### config.mk
export PLATFORM = sky130hd
export DESIGN_NAME = bpfa_bit_unit
export DESIGN_NICKNAME = d
export VERILOG_FILES = /design/src/hdl/bpfa_pkg.sv /design/src/hdl/bpfa_bit_unit.sv
export SDC_FILE = /design/constraint.sdc
export NUM_CORES = 1
export LEC_CHECK = 0
export BUFFER_PORTS_ARGS = -buffer_cell sky130_fd_sc_hd__buf_2
export CORE_MARGIN = 2
export CORE_UTILIZATION = 45
export DETAILED_ROUTE_END_ITERATION = 6
export GPL_TIMING_DRIVEN = 0
export PLACE_DENSITY = 0.78
export RECOVER_POWER = 50
export SYNTH_ARGS = -nofsm -noshare
export SYNTH_HDL_FRONTEND = slang
export SYNTH_SLANG_ARGS = --single-unit
export TNS_END_PERCENT = 100
### constraint.sdc
create_clock -name vclk -period 3.8
set_clock_uncertainty 0.2 [all_clocks]
set_input_delay 0.57 -clock vclk [all_inputs]
set_output_delay 0.57 -clock vclk [all_outputs]
set_load 0.05 [all_outputs]
### src/hdl/bpfa_pkg.sv
// Shared types, constants and request codes of the bitmap page frame allocator.
package bpfa_pkg;

  localparam int WORD_BITS     = 32;
  localparam int BIT_W         = 5;
  localparam int PAGE_SHIFT    = 12;
  localparam int WORD_SHIFT    = 17;
  localparam int WORD_IDX_W    = 15;
  localparam int MAP_WORDS_DEF = 32768;

  localparam logic [1:0] REQ_ALLOC = 2'd0;
  localparam logic [1:0] REQ_FREE  = 2'd1;
  localparam logic [1:0] REQ_MARK  = 2'd2;

  localparam logic [1:0] BU_FIND = 2'd0;
  localparam logic [1:0] BU_SET  = 2'd1;
  localparam logic [1:0] BU_CLR  = 2'd2;

  typedef struct packed {
    logic [1:0]  req_type;
    logic [31:0] page_addr;
  } bpfa_req_t;

  typedef struct packed {
    logic        granted;
    logic [31:0] alloc_addr;
  } bpfa_rsp_t;

  typedef struct packed {
    logic [1:0]           op;
    logic [WORD_BITS-1:0] word;
    logic [BIT_W-1:0]     sel;
  } bpfa_bu_req_t;

  typedef struct packed {
    logic                 found;
    logic [BIT_W-1:0]     idx;
    logic [WORD_BITS-1:0] word;
    logic                 nz;
  } bpfa_bu_rsp_t;

endpackage

### src/hdl/bpfa_bit_unit.sv
// Shared bit unit: lowest-set-bit search with clear, and single bit set or clear.
module bpfa_bit_unit (
  input  bpfa_pkg::bpfa_bu_req_t req,
  output bpfa_pkg::bpfa_bu_rsp_t rsp
);
  import bpfa_pkg::*;

  logic [WORD_BITS-1:0] mask;
  logic [WORD_BITS-1:0] res_word;
  logic [BIT_W-1:0]     low_idx;

  always_comb begin
    low_idx = '0;
    for (int i = WORD_BITS - 1; i >= 0; i--) begin
      if (req.word[i]) begin
        low_idx = BIT_W'(i);
      end
    end
  end

  assign mask = {{(WORD_BITS-1){1'b0}}, 1'b1} << req.sel;

  always_comb begin
    unique case (req.op)
      BU_FIND: res_word = req.word & (req.word - {{(WORD_BITS-1){1'b0}}, 1'b1});
      BU_SET:  res_word = req.word | mask;
      BU_CLR:  res_word = req.word & ~mask;
      default: res_word = req.word;
    endcase
  end

  assign rsp.found = |req.word;
  assign rsp.idx   = low_idx;
  assign rsp.word  = res_word;
  assign rsp.nz    = |res_word;

endmodule
After elaboration in Yosys (flattened, before gate mapping)
Index checks and enable logic that the tools add are counted.
- add/subtract/negate cells: 1
- multipliers: 0
- divide/modulo/power cells: 0
- magnitude comparators: 0
- eq/ne operators: 2
- shift-type cells: 1
- multiplexer cells: 33
- bitwise gates (word level): 4
- reduce and logical (&&, ||, !) cells: 3
- operators by type and width (cell ; number):
    2-to-1 mux 5 bit ; 32
    case mux 32 bit (3 select lines) ; 1
    AND 32 bit ; 2
    OR reduction 32 bit ; 2
    NOT 32 bit ; 1
    bitwise OR 32 bit ; 1
    << shifter 1 x 5 -> 32 bit (first input constant) ; 1
    subtractor 32 x 1 -> 32 bit (second input constant) ; 1
    == test 2 x 1 -> 1 bit (second input constant) ; 1
    == test 2 bit (second input constant) ; 1
    zero test 2 bit ; 1
- register bits: 0
- latch bits: 0
- RAM bits: 0
- ROM bits: 0
- input bits: 39
- output and inout port bits: 39
- logic and storage cells: 44
- memories kept: 0

Logic depth before layout (Yosys ltp)
- depth after elaboration: 32
- depth in mapped cells: 10
- mapped depth without buffers: 9

Worst setup path after synthesis
OpenSTA, ideal clock, no wires.
- path type: input to output
- start point: input req[7] (netlist name)
- end point: output rsp[37] (netlist name)
- arrival time: 3849 ps
- path slack: -819 ps
- stages on the path: 4
- cells stage by stage: clkbuf_1 nor4_1 nand2_1 a2111oi_0
- RTL lines (what ; RTL line ; text):
    start, declared ; bpfa_bit_unit.sv:3 ; input bpfa_pkg::bpfa_bu_req_t req,
    end, declared ; bpfa_bit_unit.sv:4 ; output bpfa_pkg::bpfa_bu_rsp_t rsp

==> summary.txt <==
Max Clk Rate: 244 MHz
post-synthesis cell type count: 60
DR iter-0 viols: 538
failing checks: negative setup slack
Die Height: 69.2 um
Yosys warning count: 0
nets: 421
Gate Count Post-Synth: 306
first-pass GRT wire length: 13,600 um
# DRC: 0
Initial Util: 47.1%
Max Cap Violations: 0
Tmin final: 4.10 ns
Final WS setup: -0.305 ns
Final Cycle Share: 108%
total track usage: 34.1%
layout cells sized above 1: 30.1%
Cell Rows: 23
post-synthesis sequential area ratio: 0%
Port Buffers: 71
max incr delay on CP: 0.54 ns
Post-Syn Nets: 346
Routed WL: 8640 um
Worst setup EP type: output pin
placement-stage cell area: 2400 um^2
Critical Path AT: 3.33 ns
Routability Congestion: 1.02
cell area after synthesis: 1910 um^2
Slew @ Worst Pin: 0.876 ns
CP Class: in -> out
ANT cells: 0
pwr/cell area: 135 nW/um^2
Area Growth Syn to Fin: 30.1%
post-route cell area: 2490 um^2
die area: 4790 um^2
crit-path cells: buf_2 > or4_4 > buf_6 > nor4_4 > o22ai_4 > or4_4 > or4b_4 > nor4_4 > nand4_1 > buf_6
Slew headroom: 41.0%
IO Count: 78
top cell type's share of synthesized area: 6.68%
cell at the slowest stage of the critical path: or4_4
antenna-violating nets left: 0
worst path required time: 3.03 ns
sequential cells: 0
Critical Path Start Type: primary input
drt first pass iters: 5
# clk buffers: 0
Reg area: 0 um^2
count leader, synth: nor2_1
vias in the first global route: 2,636
GRT Residual Overflow: 0
die width: 69.2 um
RSZ-0062 raised after global routing: true
Fin. Hold Viols: 0
commonest cells in the netlist: 34 x nor2_1, 23 x nand2_1, 23 x o21ai_0
Placeable Area: 4060 um^2
via count: 3,038
crit path to: rsp[0]
post-synth top area cell: nor2_1
via/cell ratio: 7.08
status: finished with violations
antenna violations before repair: 0
Max VDD drop: 0.0000864 V
Avg Cell Area, Syn: 6.25 um^2
CP startpoint: req[11]
Crit Path Max Fanout: 9
hold buffers post-CTS: 0
largest cells by area after synthesis: nor2_1 6.7%, o21ai_0 6.0%, nor4_1 5.6%
largest net degree at the start of global routing: 11
pre-CTS setup slack: -0.469 ns
detailed placer's ending HPWL: 6700 um
Final Max Tran Viols: 0
Final setup viols: 1
DR WL/cell: 20.1 um
leakage: 0.896 nW
HP Class: in -> out
==> placed cells by master (no fill, tap or decap), drive strengths merged, types with 2 or more instances in the layout <==
| cell type | instances |
|---|---|
| nor4b | 4 |
| o22ai | 5 |
| a221oi | 4 |
| clkbuf | 20 |
| nor2 | 34 |
| nand3b | 2 |
| nand4b | 3 |
| a31oi | 3 |
| a211oi | 4 |
| o21ai | 24 |
| nor4 | 21 |
| nand3 | 11 |
| nor4bb | 5 |
| nand4bb | 2 |
| or2 | 6 |
| nand2 | 23 |
| o311ai | 6 |
| inv | 13 |
| o31a | 3 |
| or3 | 2 |
| nor2b | 4 |
| nand2b | 3 |
| nand4 | 7 |
| buf | 78 |
| a22oi | 3 |
| or4b | 4 |
| or3b | 2 |
| a21oi | 19 |
| or4 | 10 |
| a211o | 3 |
| nor3 | 18 |
| o21a | 4 |
| and4b | 2 |
| o211ai | 12 |
==> logic make-up after synthesis <==
logic type / synth area share (%)
fa+ha+maj: 0.654
compound gates: 35.2
mux: 0.524
buf+inv: 10.4
simple gates: 53.2
==> where the power goes <==
part	switching [mW]	leakage (nW)	internal, mW
Combinational	0.244	0.896	0.0920
Sequential	0	0	0
Clock	0	0	0
Total	0.244	0.896	0.0920
==> metal layers <==
layer / wire length (um) / part of all wire, % / GRT usage [%]
met4: 332 / 3.8 / 10.5
met5: 0 / 0 / 0
met3: 1120 / 13 / 4.07
met1: 3470 / 40 / 48.8
met2: 3720 / 43 / 53.1
==> cell type report <==
cell class / count / area [um^2]
multi-input cells: 268 / 1850
fillers: 410 / 1570
repair buffers: 73 / 373
plain buffers: 25 / 155
well taps: 50 / 62.6
inverters: 13 / 51.3
==> stage by stage <==
stage	instances	total power, mW	TNS [ns]	util (%)	hold WS (ns)
3_3_place_gp	427	0.318	-0.475	59.3	1.33
2_1_floorplan	306	0.222	-0.502	-	1.12
5_1_grt	429	0.353	-0.333	61.3	1.40
4_1_cts	427	0.323	-0.327	60.0	1.33
3_5_place_dp	427	0.321	-0.469	59.3	1.33
6_report	429	0.336	-0.305	61.3	1.38
==> worst min-delay path by stage <==
stage	startpoint	to	slack, ns	depth (start not counted)
finish	req[5]	rsp[33]	1.38	3
detailed placement	req[38]	rsp[5]	1.33	3
global placement	req[38]	rsp[5]	1.33	3
global route	req[5]	rsp[33]	1.40	3
CTS	req[38]	rsp[5]	1.33	3
floorplan	req[5]	rsp[33]	1.12	1
==> what timing repair did <==
item | 4_1_cts | 5_1_grt
setup buffers | 0 | 2
endpoints found under the setup margin | 1 | 1
gates resized for setup | 7 | 11
pin swaps | 1 | 2
==> worst max-delay path, delay by kind of cell <==
family	cells	cell delay, ns
AND/OR/NAND/NOR	6	2.15
AO/OA/AOI/OAI	1	0.13
buffers and inverters	3	0.48
(Power assumes the default switching activity.)
